`src/rtl/core/sch_pkg.sv`:
```
// Shared types, constants and helpers for the trend cycle block.
package sch_pkg;

   localparam int CLOSE_W    = 32;
   localparam int PERIOD_W   = 10;
   localparam int CYCLE_W    = 7;
   localparam int CSR_ADDR_W = 2;
   localparam int OUT_W      = 15;
   localparam int RATIO_BITS = 30;
   localparam int PCT_W      = 23;

   localparam logic [PCT_W-1:0] PCT_HALF = PCT_W'(3276800);
   localparam logic [OUT_W-1:0] OUT_MAX  = OUT_W'(25600);

   localparam logic [CSR_ADDR_W-1:0] CSR_FAST_PERIOD  = 2'd0;
   localparam logic [CSR_ADDR_W-1:0] CSR_SLOW_PERIOD  = 2'd1;
   localparam logic [CSR_ADDR_W-1:0] CSR_CYCLE_LENGTH = 2'd2;

   typedef enum logic [3:0] {
      ST_IDLE,
      ST_FAST_GO,
      ST_FAST_WAIT,
      ST_SLOW_GO,
      ST_SLOW_WAIT,
      ST_DIFF,
      ST_SCAN,
      ST_RATIO,
      ST_DIV_WAIT,
      ST_PCT,
      ST_SMOOTH,
      ST_DONE
   } sch_state_type;

   typedef struct packed {
      logic wr_diff;
      logic wr_smooth;
      logic rd_en;
      logic rd_smooth;
   } sch_mem_ctl_type;

   // Period-3 average step on percent values: move by round(|d| / 2).
   function automatic logic [PCT_W-1:0] ema3(input logic [PCT_W-1:0] prev,
                                             input logic [PCT_W-1:0] x);
      logic signed [PCT_W:0] d;
      logic [PCT_W-1:0]      mag;
      logic [PCT_W-1:0]      q;
      d   = signed'({1'b0, x}) - signed'({1'b0, prev});
      mag = d[PCT_W] ? PCT_W'(-d) : d[PCT_W-1:0];
      q   = PCT_W'(({1'b0, mag} + (PCT_W+1)'(1)) >> 1);
      return d[PCT_W] ? (prev - q) : (prev + q);
   endfunction

endpackage

```
`src/rtl/core/sch_hist.sv`:
```
// Ring histories of differences and smoothed values, registered read.
module sch_hist #(
   parameter int DEPTH  = 64,
   parameter int DIFF_W = 49
) (
   input  logic                             clock,
   input  sch_pkg::sch_mem_ctl_type         ctl,
   input  logic [$clog2(DEPTH)-1:0]         wr_addr,
   input  logic [$clog2(DEPTH)-1:0]         rd_addr,
   input  logic signed [DIFF_W-1:0]         wr_diff,
   input  logic [sch_pkg::PCT_W-1:0]        wr_smooth,
   output logic signed [DIFF_W-1:0]         rd_diff,
   output logic [sch_pkg::PCT_W-1:0]        rd_smooth
);
   import sch_pkg::*;

   logic signed [DIFF_W-1:0] diff_mem [DEPTH];
   logic [PCT_W-1:0]         smooth_mem [DEPTH];
   logic signed [DIFF_W-1:0] rd_diff_ff;
   logic [PCT_W-1:0]         rd_smooth_ff;

   always_ff @(posedge clock) begin
      if (ctl.wr_diff) begin
         diff_mem[wr_addr] <= wr_diff;
      end
      if (ctl.rd_en && !ctl.rd_smooth) begin
         rd_diff_ff <= diff_mem[rd_addr];
      end
   end

   always_ff @(posedge clock) begin
      if (ctl.wr_smooth) begin
         smooth_mem[wr_addr] <= wr_smooth;
      end
      if (ctl.rd_en && ctl.rd_smooth) begin
         rd_smooth_ff <= smooth_mem[rd_addr];
      end
   end

   assign rd_diff   = rd_diff_ff;
   assign rd_smooth = rd_smooth_ff;

endmodule

```
`config.mk`:
```
export PLATFORM = sky130hd
export DESIGN_NAME = sch_hist
export DESIGN_NICKNAME = d
export VERILOG_FILES = /design/src/rtl/core/sch_pkg.sv /design/src/rtl/core/sch_hist.sv
export SDC_FILE = /design/constraint.sdc
export NUM_CORES = 2
export LEC_CHECK = 0
export BUFFER_PORTS_ARGS = -buffer_cell sky130_fd_sc_hd__buf_4
export CAP_MARGIN = 20
export CORE_MARGIN = 2
export CORE_UTILIZATION = 55
export CTS_BUF_LIST = sky130_fd_sc_hd__clkbuf_4 sky130_fd_sc_hd__clkbuf_8
export DETAILED_ROUTE_END_ITERATION = 8
export PLACE_DENSITY = 0.75
export SYNTH_ARGS = -nofsm -noshare
export SYNTH_HDL_FRONTEND = slang
export SYNTH_MEMORY_MAX_BITS = 65536
export SYNTH_SLANG_ARGS = --single-unit
```
`constraint.sdc`:
```
create_clock -name clock -period 5.1 [get_ports clock]
set_clock_uncertainty 0.15 [all_clocks]
set_input_delay 0.255 -clock clock [delete_from_list [all_inputs] [get_ports clock]]
set_output_delay 0.255 -clock clock [all_outputs]
set_load 0.03 [all_outputs]
```
---- Word level (Yosys, flattened, before mapping) ----
Memories as Yosys holds them, arrays and structs flattened. A register that Yosys moved wholly into a read port is not among the register bits.
Cells that the tools add are included.
cells by class
  reduce and logical (&&, ||, !) cells .... 3
  multiplexer cells ....................... 4
operators with widths
  kind               count
  1-bit 2-to-1 mux   4
  1-bit logical AND  2
  1-bit logical NOT  1
storage, ports and cells
  memory bits (writable) .................. 4608
  memories kept ........................... 2
  output and inout port bits .............. 72
  flip-flop bits (word level) ............. 0
  bits of input ports ..................... 89
  word-level logic and storage cells ...... 9
memories
  name        words  bits a word  rd ports  clocked after Yosys merged registers in  write ports  RTL line        source
  diff_mem    64     49           1         1                                        1            sch_hist.sv:17  logic signed [DIFF_W-1:0] diff_mem [DEPTH];
  smooth_mem  64     23           1         1                                        1            sch_hist.sv:18  logic [PCT_W-1:0] smooth_mem [DEPTH];

---- Logic depth before layout (Yosys ltp) ----
  word-level depth ........................ 2
  depth in mapped cells ................... 9
  mapped depth without buffers ............ 4

---- Least setup slack after synthesis ----
No wires, ideal clock.
  path type ............................... input to register
  start ................................... input port wr_addr[5]
  end ..................................... memory diff_mem[32][0] (enable)
  setup slack ............................. 1.105 ns
  data arrival time ....................... 3.389 ns
  stages on the path ...................... 6
  setup time .............................. 0.456 ns
  required time ........................... 4.494 ns
  path buffers ............................ 2
  cells stage by stage .................... clkbuf_1 -> or3b_2 -> clkbuf_1 -> inv_1 -> nand2_1 -> nor2_1
RTL lines
  element      RTL line        source
  from (decl)  sch_hist.sv:8   input logic [$clog2(DEPTH)-1:0] wr_addr,
  to (decl)    sch_hist.sv:17
Straight into the memory's write port.

==> results.md <==
- Status: complete, no violations
- Largest net degree at the start of global routing: 105
- Post-CTS Setup Repair Bufs: 0
- Max cap viols: 0
- Slew margin rel.: 0.213
- Initial DRC Count: 14000
- Clock transition at path regs: 0.06 ns
- Setup tns final: 0 ns
- DRC: 0
- Reg area: 0.141 mm²
- Most frequent cells in the layout: edfxtp_1, mux4_2, clkbuf_8
- Total wire length: 478000 µm
- Hold Violations, Final: 0
- Clock network fraction of total power: 0.385
- Unrepaired setup endpoints after global routing: no
- Number of synthesized register bits: 4680
- Arrival @ worst endpoint: 4.82 ns
- Initial Utilization: 0.554
- CTS root buffer: clkbuf_8
- Pwr dens: 380 mW/mm²
- Sequential area share after synthesis: 0.797
- Worst VDD drop: 0.000361 V
- Hold Buf Count CTS: 191
- Worst Path Required: 5.95 ns
- Die footprint: 0.325 mm²
- Die Height: 570 µm
- Combinational Power Share: 0.054
- Sw Ratio: 0.223
- DP Area: 0.185 mm²
- I/O Pins: 161
- DRT Pass-1 Iters: 5
- Clk_lat worst skew: 1.25 ns
- Sequential share of power: 0.561
- CTS resizes: 0
- Clock Sink Count: 4680
- Peak Freq: 252 MHz
- Final Core Density: 0.629
- Grt total ovfl: 0
- CTS tree: done
- Slew Limit Fails: 0
- Global-route usage over all layers: 0.294
- Fin Hold WS: 0.0151 ns
- Synth unique cells: 30
- Vias in the first global route: 88900
- H-Tree Level Count: 6
- Antenna Nets Post-Route: 0
- First-pass GRT wire length: 667000 µm
- Measured slew at the worst slew-check pin: 1.18 ns
- Antenna violations before repair: 20
- CTS buffer count: 705
- Vias: 88600
- Drt wl/cell: 36.6 µm
- Internal power: 59.2 mW
- Via density: 6.79
- Synthesized area per cell: 23.9 µm²
- Commonest non-fill, non-tap cell in the layout: edfxtp_1
- Mapped Area: 0.176 mm²
- Critical Path End Type: flip-flop
- Placeable Area: 0.319 mm²
- Fillcell total: 20200
- DP HPWL: 256000 µm
- Multi-input gate area: 0.0344 mm²
- Synthesized net count: 7484
- Chip width: 570 µm
- Final Critical Period: 3.97 ns
- GPL Wtd Cong: 0.840
- CP Launch Type: input pin
- Max Root-Sink Buffers: 4
- Post-Syn Instances: 7395
- Design area: 0.201 mm²
- YS warnings: 0
- Fraction of layout cells with a size suffix above 1: 0.321
- Switching Power: 17.0 mW
- Worst min path class: input pin to flip-flop
- Nets@finish: 8413
- Setup violators final: 0
- Area grow syn2layout: 13.7%
- PortBufs: 160
- Max FO, Critical Path: 35
- Final Cycle Share: 0.779
- Setup CP Type: input pin to flip-flop
- Leakage Power: 62.9 nW
- Row count: 207
Yosys cell counts:
cell | instances | area (µm²)
or2_0 | 1 | 6.26
or3b_2 | 5 | 43.8
nand2_1 | 18 | 67.6
clkinv_1 | 1 | 3.75
o22ai_1 | 124 | 776
nor2_1 | 168 | 631
a211oi_1 | 71 | 533
or2_2 | 1 | 6.26
or3b_1 | 1 | 8.76
nand4_1 | 2 | 12.5
and2_1 | 4 | 25.0
clkbuf_1 | 149 | 559
mux2i_1 | 128 | 1280
o211a_1 | 72 | 721
edfxtp_1 | 4680 | 141000
inv_1 | 12 | 45.0
buf_6 | 20 | 225
a221oi_1 | 1 | 8.76
nor2b_1 | 6 | 37.5
nand2b_1 | 4 | 25.0
buf_1 | 31 | 116
or3_1 | 3 | 18.8
a22oi_1 | 288 | 2160
nand3_1 | 149 | 746
nand3b_1 | 8 | 60.1
a21oi_1 | 19 | 95.1
buf_2 | 184 | 921
buf_4 | 39 | 293
mux4_2 | 1152 | 25900
o221ai_1 | 54 | 473
power by group through the flow:
stage                     clock (mW)  sequential [mW]  combinational (mW)
after floorplan                    0             43.6                1.99
after global placement             0             43.6                3.71
after detailed placement           0             43.6                3.82
after CTS                       29.6             42.8                4.05
after global routing            31.3             42.8                4.24
final                           29.4             42.8                4.09
layer usage:
layer  global-route usage  part of all wire  vias to the layer above
li1                     -                 -                    34100
met1                0.399              0.34                    46600
met2                0.455              0.47                     6851
met3               0.0732              0.13                     1062
met4                0.137             0.052                       12
met5                    0           0.00017                        -
worst max-delay path, cell delays in order:
cell           delay, ns
dlygate4sd3_1       0.62
buf_4               0.61
clkinv_1            0.68
nor2_4              1.05
buf_4               0.58
a211oi_1            0.14
o211a_1             0.24
dlygate4sd3_1       0.56
stage by stage:
step	cells	worst slack, ns	total power, mW
floorplan	7395	1.11	45.6
CTS	13000	1.34	76.4
global route	13000	1.14	78.3
detailed placement	11600	1.15	47.4
finish	13000	1.13	76.2
global placement	11600	1.22	47.3
final timing paths:
check	from	end	slack [ns]	cells after the start
hold / removal	wr_diff[15]	diff_mem[47][15]	0.02	2
setup reg to reg	diff_mem[30][40]	rd_diff[40]	2.60	5
hold reg to reg	diff_mem[46][34]	rd_diff[34]	0.74	4
setup / recovery	rd_addr[3]	rd_diff[40]	1.13	8
area by class of cell:
type,count,area share
sequential,4680,0.701
multi-input combinational,2279,0.172
clock buffer,925,0.0567
timing repair buffer,645,0.0346
tap,4180,0.0261
clock inverter,314,0.00958
inverter,13,0.000243
antenna,12,0.000150
state kept, by name, summed over array words and instances (netlist names):
signal / cells
smooth_mem: 1472
rd_smooth: 23
diff_mem: 3136
rd_diff: 49
cells by family (layout without fill, tap and decap cells):
logic type / Yosys count / after routing / share of synthesized area
DFF: 4680 / 4680 / 0.797
and+or+nand+nor: 370 / 370 / 0.00957
other: 0 / 12 / 0
muxes: 1280 / 1280 / 0.154
AOI/OAI and AO/OA: 629 / 629 / 0.0270
buffers and inverters: 436 / 1897 / 0.0123
Note: power is estimated with default switching activity, not from simulation.
