==> src/rtl/core/sch_pkg.sv <==
// Shared types, constants and helpers for the trend cycle block.
package sch_pkg;

   localparam int CLOSE_W    = 32;
   localparam int PERIOD_W   = 10;
   localparam int CYCLE_W    = 7;
   localparam int CSR_ADDR_W = 2;
   localparam int OUT_W      = 15;
   localparam int RATIO_BITS = 30;
   localparam int PCT_W      = 23;

   localparam logic [PCT_W-1:0] PCT_HALF = PCT_W'(3276800);
   localparam logic [OUT_W-1:0] OUT_MAX  = OUT_W'(25600);

   localparam logic [CSR_ADDR_W-1:0] CSR_FAST_PERIOD  = 2'd0;
   localparam logic [CSR_ADDR_W-1:0] CSR_SLOW_PERIOD  = 2'd1;
   localparam logic [CSR_ADDR_W-1:0] CSR_CYCLE_LENGTH = 2'd2;

   typedef enum logic [3:0] {
      ST_IDLE,
      ST_FAST_GO,
      ST_FAST_WAIT,
      ST_SLOW_GO,
      ST_SLOW_WAIT,
      ST_DIFF,
      ST_SCAN,
      ST_RATIO,
      ST_DIV_WAIT,
      ST_PCT,
      ST_SMOOTH,
      ST_DONE
   } sch_state_type;

   typedef struct packed {
      logic wr_diff;
      logic wr_smooth;
      logic rd_en;
      logic rd_smooth;
   } sch_mem_ctl_type;

   // Period-3 average step on percent values: move by round(|d| / 2).
   function automatic logic [PCT_W-1:0] ema3(input logic [PCT_W-1:0] prev,
                                             input logic [PCT_W-1:0] x);
      logic signed [PCT_W:0] d;
      logic [PCT_W-1:0]      mag;
      logic [PCT_W-1:0]      q;
      d   = signed'({1'b0, x}) - signed'({1'b0, prev});
      mag = d[PCT_W] ? PCT_W'(-d) : d[PCT_W-1:0];
      q   = PCT_W'(({1'b0, mag} + (PCT_W+1)'(1)) >> 1);
      return d[PCT_W] ? (prev - q) : (prev + q);
   endfunction

endpackage

==> src/rtl/core/sch_div.sv <==
// Shared restoring divider, one quotient bit per cycle.
module sch_div #(
   parameter int DIV_W = 51
) (
   input  logic                           clock,
   input  logic                           reset,
   input  logic                           start,
   input  logic [DIV_W-1:0]               rem_init,
   input  logic [DIV_W-1:0]               num,
   input  logic [DIV_W-1:0]               den,
   input  logic [$clog2(DIV_W+1)-1:0]     iters,
   output logic                           done,
   output logic [DIV_W-1:0]               quot
);
   import sch_pkg::*;

   localparam int CW = $clog2(DIV_W+1);

   logic [DIV_W-1:0] rem_ff, rem_in;
   logic [DIV_W-1:0] num_ff, den_ff, quot_ff;
   logic [CW-1:0]    cnt_ff;
   logic             run_ff, done_ff;
   logic [DIV_W:0]   trial;
   logic             fits;

   assign trial  = {rem_ff, num_ff[DIV_W-1]};
   assign fits   = trial >= {1'b0, den_ff};
   assign rem_in = fits ? DIV_W'(trial - {1'b0, den_ff}) : trial[DIV_W-1:0];

   always_ff @(posedge clock) begin
      if (reset) begin
         run_ff  <= 1'b0;
         done_ff <= 1'b0;
         cnt_ff  <= '0;
      end else begin
         done_ff <= 1'b0;
         if (start) begin
            run_ff  <= 1'b1;
            cnt_ff  <= iters;
            rem_ff  <= rem_init;
            num_ff  <= num;
            den_ff  <= den;
            quot_ff <= '0;
         end else if (run_ff) begin
            rem_ff  <= rem_in;
            num_ff  <= {num_ff[DIV_W-2:0], 1'b0};
            quot_ff <= {quot_ff[DIV_W-2:0], fits};
            cnt_ff  <= cnt_ff - CW'(1);
            if (cnt_ff == CW'(1)) begin
               run_ff  <= 1'b0;
               done_ff <= 1'b1;
            end
         end
      end
   end

   assign done = done_ff;
   assign quot = quot_ff;

endmodule

==> config.mk <==
export PLATFORM = sky130hd
export DESIGN_NAME = sch_div
export DESIGN_NICKNAME = d
export VERILOG_FILES = /design/src/rtl/core/sch_pkg.sv /design/src/rtl/core/sch_div.sv
export SDC_FILE = /design/constraint.sdc
export NUM_CORES = 1
export LEC_CHECK = 0
export ABC_AREA = 0
export BUFFER_PORTS_ARGS = -buffer_cell sky130_fd_sc_hd__clkbuf_2
export CAP_MARGIN = 20
export CORE_MARGIN = 4
export CORE_UTILIZATION = 55
export CTS_BUF_LIST = sky130_fd_sc_hd__clkbuf_4
export DETAILED_ROUTE_END_ITERATION = 16
export HOLD_SLACK_MARGIN = 0.12
export MAX_ROUTING_LAYER = met4
export PLACE_DENSITY = 0.77
export SLEW_MARGIN = 40
export SYNTH_ARGS = -nofsm -noshare
export SYNTH_HDL_FRONTEND = slang
export SYNTH_SLANG_ARGS = --single-unit
==> constraint.sdc <==
create_clock -name clock -period 11.88 [get_ports clock]
set_input_delay 0 -clock clock [delete_from_list [all_inputs] [get_ports clock]]
set_output_delay 0 -clock clock [all_outputs]
set_load 0.1 [all_outputs]
* Word-level counts from Yosys, hierarchy flattened
Index checks and enable logic that the tools add are counted.
W data, S select, Z words.
** Storage, ports and cells
- Memories :: 0
- Register bits after elaboration :: 212
- Memory bits (read-only) :: 0
- Word-level logic and storage cells :: 29
- Bits in latches :: 0
- Input port bits :: 162
- Memory bits (writable) :: 0
** Operators by class
- Multiply operators :: 0
- Reductions and logical operators :: 4
- $lt $le $gt $ge :: 1
- $add $sub $neg :: 2
- Bitwise gates (word level) :: 2
- Multiplexer cells :: 12
- Div/mod/pow operators :: 0
- Eq/ne operators :: 1
- Shift operators :: 0
** Operators with widths (number)
- $mux W51 :: 6
- $ge A52 B51 Y1 :: 1
- $sub A51 B51 Y51 :: 1
- $mux W6 :: 2
- $eq A6 B1 Y1 const B :: 1
- $sub A6 B1 Y6 const B :: 1
- $mux W1 :: 4
- $reduce_and A2 Y1 :: 2
- $reduce_or A3 Y1 :: 1
- $not A1 Y1 :: 2
- $reduce_bool A2 Y1 :: 1

* Longest topological paths before layout
Gate-level depths: netlist (run 1).
- Depth in word-level cells :: 4
- Gate-level depth with buffers :: 15
- Gate-level depth less buffers :: 13

* Worst setup path before layout (run 1)
No wires, ideal clock.
- Kind :: in2reg
- From :: input port start
- To :: register num_ff[0], enable pin
- Arrival :: 7257 ps
- Slack :: 3955 ps
- Cell stages on the path :: 5
- Cells stage by stage :: clkbuf_1 -> clkbuf_1 -> clkbuf_1 -> nor2_1 -> nor2_1
** Between the ends
- Word-level cells in the longest chain between the ends :: 2
** RTL lines
- from (decl) :: RTL line sch_div.sv:7 : input logic start,
- $reduce_bool A2 Y1 (no source line)
- $reduce_and A2 Y1 (no source line)
- to (signal assigned) :: RTL line sch_div.sv:41 : num_ff <= num;
- to (signal assigned) :: RTL line sch_div.sv:46 : num_ff <= {num_ff[DIV_W-2:0], 1'b0};
- to (decl) :: RTL line sch_div.sv:20 : logic [DIV_W-1:0] num_ff, den_ff, quot_ff;
Every way passes these cells.
A chain may end at the register's enable or synchronous reset.

* Worst setup path after layout (run 1)
- From :: register rem_ff[30]
- To :: register rem_ff[50] (data pin)
** Between the ends
- Word-level cells in the longest chain between the ends :: 4
** RTL lines
- from (decl) :: RTL line sch_div.sv:19 : logic [DIV_W-1:0] rem_ff, rem_in;
- from (signal assigned) :: RTL line sch_div.sv:40 : rem_ff <= rem_init;
- from (signal assigned) :: RTL line sch_div.sv:45 : rem_ff <= rem_in;
- $sub A51 B51 Y51 or $ge A52 B51 Y1 (tied branches) :: RTL line sch_div.sv:28, sch_div.sv:27
- $mux W51 (*) :: RTL line sch_div.sv:28 : assign rem_in = fits ? DIV_W'(trial - {1'b0, den_ff}) : trial[DIV_W-1:0];
- $mux W51 (*) :: RTL line sch_div.sv:44 : end else if (run_ff) begin
- $mux W51 (*) :: RTL line sch_div.sv:37 : if (start) begin
Every way passes the cells marked *; elsewhere a longest branch is shown, timed or not. The select of a mux whose other input is x is not followed.

==> impl_results.md, run 1 <==
* Status: finished clean
* DRT iter0 DRCs at 586
* Die Wd at 155 um
* Sw Pwr at 734 uW
* Share of post-route cells with drive strength above 1 at 0.249
* Router iterations before antenna repair at 5
* Synthesized area per cell at 11.6 um^2
* Asr flop ratio synth at 0
* Cell taking the most area after synthesis: edfxtp_1
* Final setup fails at 0
* Met1 Use GR at 0.344
* Drt total wl at 33.9 mm
* Hold WC Path Type: in2reg
* Synth cell count leaders: 204 x edfxtp_1, 87 x nand2_1, 75 x a21oi_1
* Total CTS buffers at 57
* Total grt overflow at 0
* Synth area leaders: edfxtp_1 52%, ha_1 5.6%, mux2_2 5.1%, mux2i_1 3.4%, a21oi_1 3.2%
* Unique masters post-synth at 75
* Max_cap viols at 0
* Reg2reg start: rem_ff[30]
* Mapped cell area at 11,800 um^2
* Worst-Skew Late Latency at 0.70 ns
* Worst Path Required at 12.28 ns
* Core ar. at 21,100 um^2
* Nets at 1,733
* Cells along the critical path: ha_1, nand2_1, nor3_1, nand3_1, nor3_1, a21oi_2, a21bo_1, a22oi_2, buf_4, and2_1, a22oi_1
* Die area at 23,900 um^2
* Number of synthesized flops with an enable pin at 204
* Crit share post-route at 0.312
* Combinational power share at 0.296
* Post-route DRC at 0
* Via density at 5.54
* CP max stage delay at 0.47 ns
* Synthesized flop and latch total at 212
* Area growth syn-to-layout at 38.6%
* Tmin final at 3.71 ns
* Initial Util at 0.560
* Initial antenna violation count at 5
* Post-CTS Setup Inserts at 0
* Register area share after synthesis at 0.532
* Root buf cell: clkbuf_4
* Power Total at 2230 uW
* Total global-route track usage at 0.289
* Data arrival, critical path at 4.11 ns
* CP startpoint: rem_ff[30]
* Clock buffer depth at 3
* Largest net degree at the start of global routing at 89
* Drt wl/cell at 18.5 um
* Fill cells at 1,335
* Slew headroom at 0.433
* CTS tree: yes
* Cell Rows at 53
* Post-placement cell area at 13,100 um^2
* Actual slew at the worst max-slew pin at 0.845 ns
* Sequential power share at 0.414
* Clk slew on worst S/H paths at 0.07 ns
* Ys flop type: edfxtp_1
* Switch share at 0.330
* Util after Layout at 0.776
* Slack of the critical path at 8.18 ns
* Synth Warn # at 0
* Pwr Density at 136 nW/um^2
* Leakage at 0.00695 uW
* # IOs at 214
* Via count at 10,200
* Hpwl dp at 19.6 mm
* Mapped Nets at 1,237
* IO Port Bufs at 213
* Vias in the first global route at 10,700
* Fmax at 270 MHz
* Met2 usage at 0.476
* Most used routing layer: met2
* Pre-CTS WS at 8.26 ns
* Critical-path top delay cell: and2_1
* Synthesized netlist cell count at 1,021
* CP Capture Type: flop
* Final hold violations at 0
* Most frequent CP cell: nor3_1
* Total internal power at 1490 uW
* Max IR drop VDD at 0.114 mV
* Crit-path max FO at 30
* Routed Antenna Nets at 0
* Yosys top cell area share at 0.519
* H-tree levels at 2
* Met3 GRT Util at 0.0638
* Min-Delay Startpoint: rem_init[13]
* Clock sink count at 212
* Most common cell in the netlist: edfxtp_1
* Routability cong. at 0.920
* Setup TNS Final at 0 ns
* Final instance area at 16,400 um^2
* Unrepaired setup endpoints after global routing: false
* WS Path Type: reg2reg
* First-pass GRT wire length at 54.2 mm
* CP Launch Type: flop
* DIE HEIGHT at 155 um
* Worst clock skew at 0.0358 ns
* Clock power frac at 0.290
* Final slew viol count at 0
==> state kept, by name, summed over array words and instances (netlist names) <==
name	count
den_ff	51
rem_ff	51
run_ff	1
num_ff	51
cnt_ff	6
quot	51
done	1
==> power groups by stage <==
stage               registers, uW  clock network [uW]  logic, uW
floorplan                    1010                   0        379
global placement              932                   0        560
detailed placement            934                   0        570
CTS                           919                 647        642
global route                  927                 703        712
finish                        922                 646        659
==> final timing paths <==
check                                  end  slack, ns  cells past startpoint
worst max-delay path            rem_ff[50]       8.18                     11
worst min-delay path            rem_ff[13]       0.16                      4
worst max register to register  rem_ff[50]       8.18                     11
worst min register to register  num_ff[13]       0.54                      1
==> cells by family (layout without fill, tap and decap cells) <==
kind of cell / after synthesis / in the layout / share of synthesized area
buffers and inverters: 114 / 648 / 0.0425
other: 0 / 5 / 0
AOI/OAI and AO/OA: 239 / 239 / 0.136
adders and majority gates: 54 / 54 / 0.0579
DFF: 212 / 212 / 0.532
and+or+nand+nor: 260 / 260 / 0.111
muxes: 94 / 94 / 0.0854
xor gates and xnor gates: 48 / 48 / 0.0356
==> final cells by class <==
cell class / count / area (um^2) / share of cell area
Tap cell: 275 / 344 / 0.0210
Timing Repair Buffer: 481 / 3740 / 0.228
Clock buffer: 77 / 578 / 0.0353
Multi-Input combinational cell: 695 / 5030 / 0.308
Inverter: 70 / 263 / 0.0161
Antenna cell: 5 / 12.5 / 0.000764
Sequential cell: 212 / 6290 / 0.384
Clock inverter: 20 / 114 / 0.00696
==> per-layer routing <==
| metal | part of all wire | wire (um) |
|---|---|---|
| met1 | 0.40 | 13600 |
| met2 | 0.49 | 16700 |
| met3 | 0.069 | 2340 |
| met4 | 0.038 | 1300 |
| met5 | 0 | 0 |
==> layout by cell type, fill, tap and decap left out, types with 40 or more instances in the layout <==
cell	n
a21oi_1	75
clkbuf_2	212
clkbuf_4	77
dlygate4sd3_1	259
edfxtp_1	204
ha_1	53
inv_1	69
mux2_2	53
mux2i_1	40
nand2_1	87
nor2_1	48
nor2b_1	54
o21ai_1	40
==> worst max-delay path, delay by kind of cell, from the launching register on <==
family	cells	cell delay, ns
compound gates	4	0.69
flops	1	0.41
simple gates	5	1.45
fa+ha+maj	1	0.43
buf+inv	1	0.42
==> what timing repair did <==
item	CTS	global route
endpoints found under the hold margin	214	0
hold buffers	259	0
gates resized for setup	0	0
==> stage by stage <==
stage,instances,hold slack [ns]
after global placement,1474,0.177
final,1835,0.161
after global routing,1835,0.130
after CTS,1830,0.121
after detailed placement,1474,0.179
after floorplan,1021,0.0989
Note: power is estimated with default switching activity, not from simulation.
==> inputs of run 2 (changes only) <==
clock period = 3.5 ns   (was 11.88 ns; I/O delays follow)
==> run 2 against run 1 <==
Against the previous run:
- power grew to 3.4 times the previous value
- cell count grew 2.6%
- clock power grew to 3.3 times the previous value
- hold slack worse by 0.0028 ns
- clock-buffer cell count is the same
- utilization is 2.7 points higher
- sequential share of layout area shrank 1.3 points
- critical path type unchanged
==> impl_results.md, run 2 (synthesis gave the netlist of run 1 again) <==
* Data arrival, critical path at 3.73 ns (-0.38 ns)
* Pre-CTS WS at 0.149 ns (-8.11 ns)
* Total global-route track usage at 0.308 (+0.0192)
* Initial Util at 0.560 (unchanged)
* First-pass GRT wire length at 57.1 mm (+5.3%)
* Total grt overflow at 0 (unchanged)
* H-tree levels at 2 (unchanged)
* Worst clock skew at 0.0904 ns (+0.0546 ns)
* Max IR drop VDD at 0.421 mV (+270%)
* Root buf cell: clkbuf_4
* Final setup fails at 0 (unchanged)
* WS Path Type: reg2reg
* Final hold violations at 0 (unchanged)
* Fmax at 301 MHz (+11%)
* Most frequent cells in the layout: 304 x dlygate4sd3_1, 212 x clkbuf_2, 204 x edfxtp_1, 87 x nand2_1, 77 x clkbuf_4
* CP Launch Type: flop
* Clk slew on worst S/H paths at 0.08 ns (about the same)
* # IOs at 214 (unchanged)
* Slew headroom at 0.482 (+0.0489)
* Final slew viol count at 0 (unchanged)
* Crit share post-route at 0.950 (+0.638)
* Actual slew at the worst max-slew pin at 0.777 ns (-0.0677 ns)
* Sw Pwr at 2550 uW (+250%)
* Area growth syn-to-layout at 43.4%
* Vias in the first global route at 11,200 (+3.9%)
* Hold WC Path Type: in2reg
* Pwr Density at 450 nW/um^2 (+230%)
* Die Wd at 155 um (unchanged)
* DIE HEIGHT at 155 um (unchanged)
* Worst Path Required at 3.90 ns (-8.38 ns)
* Combinational power share at 0.308 (+0.012)
* Via density at 5.54 (about the same)
* Router iterations before antenna repair at 7 (+2)
* Routed Antenna Nets at 0 (unchanged)
* Worst-Skew Late Latency at 0.74 ns (+0.04 ns)
* Share of post-route cells with drive strength above 1 at 0.249 (about the same)
* Leakage at 0.00713 uW (+2.6%)
* Post-route DRC at 0 (unchanged)
* Tmin final at 3.32 ns (-0.381 ns)
* Status: finished clean
* CTS tree: yes
* Clock sink count at 212 (unchanged)
* Routability cong. at 0.932 (+1.3%)
* Nets at 1,780 (+2.7%)
* DRT iter0 DRCs at 702 (+20%)
* Post-CTS Setup Inserts at 0 (unchanged)
* Crit-path max FO at 8 (-73%)
* Drt total wl at 35.8 mm (+5.7%)
* Clock buffer depth at 3 (unchanged)
* Setup TNS Final at 0 ns (unchanged)
* Drt wl/cell at 19.0 um (+3.0%)
* Die area at 23,900 um^2 (unchanged)
* Sequential power share at 0.411 (-0.003)
* Hpwl dp at 19.5 mm (-0.49%)
* Slack of the critical path at 0.176 ns (-8.00 ns)
* CP Capture Type: flop
* Max_cap viols at 0 (unchanged)
* Core ar. at 21,100 um^2 (unchanged)
* Total internal power at 5070 uW (+240%)
* Via count at 10,400 (+2.6%)
* Largest net degree at the start of global routing at 130 (+46%)
* Power Total at 7620 uW (+240%)
* Unrepaired setup endpoints after global routing: true
* Initial antenna violation count at 3 (-2)
* Clock power frac at 0.282 (-0.008)
* Most common cell after layout, fill and taps aside: dlygate4sd3_1
* IO Port Bufs at 213 (unchanged)
* Total CTS buffers at 55 (-3.5%)
* Switch share at 0.335 (+0.00547)
* Cell Rows at 53 (unchanged)
[run 2: final timing paths]
path	start	to	slack, ns	depth (start not counted)
worst min-delay path	num[50]	num_ff[50]	0.16	3
worst max-delay path	rem_ff[22]	rem_ff[47]	0.18	11
worst max register to register	rem_ff[22]	rem_ff[47]	0.18	11
worst min register to register	num_ff[49]	num_ff[50]	0.53	1
[run 2: final cells by class]
class,count,area [um^2]
Sequential cell,212,6290
Multi-Input combinational cell,695,5070
Timing Repair Buffer,530,4290
Fill cell,1212,4160
Clock buffer,77,578
Tap cell,275,344
Inverter,70,263
Clock inverter,20,88.8
Antenna cell,4,10.0
[run 2: power groups by stage]
| stage | sequential [uW] | combinational (uW) | clock [uW] |
|---|---|---|---|
| finish | 3130 | 2350 | 2150 |
| global route | 3150 | 2530 | 2340 |
| CTS | 3120 | 2260 | 2140 |
| detailed placement | 3170 | 1990 | 0 |
| global placement | 3160 | 1950 | 0 |
| floorplan | 3410 | 1290 | 0 |
[run 2: stage by stage]
step | utilization | cell area (um^2) | hold WS (ns) | std cells
finish | 0.803 | 16900 | 0.159 | 1883
global route | 0.803 | 16900 | 0.120 | 1882
CTS | 0.800 | 16900 | 0.120 | 1878
detailed placement | 0.625 | 13200 | 0.179 | 1478
global placement | 0.625 | 13200 | 0.177 | 1478
floorplan | - | 11800 | 0.0989 | 1021
[run 2: what timing repair did]
item | in CTS | in global routing
endpoints found under the setup margin | 0 | 33
gates resized for setup | 0 | 10
hold buffers | 303 | 1
hold endpoints to repair | 172 | 1
[run 2: layer usage]
metal | up-vias | track usage | share of wire
met5 | - | - | 0
met4 | 0 | 0.127 | 0.040
li1 | 4855 | - | -
met2 | 503 | 0.526 | 0.51
met3 | 127 | 0.0576 | 0.066
met1 | 4948 | 0.360 | 0.39
[run 2: worst max-delay path: stages, from the launching register on]
cell,delay (ns)
edfxtp_1,0.40
ha_1,0.45
nand2_1,0.12
o21ai_0,0.32
a21oi_1,0.14
o211ai_1,0.25
a21oi_2,0.09
a21bo_1,0.24
a22oi_2,0.28
buf_12,0.18
and2_1,0.38
a22oi_1,0.16
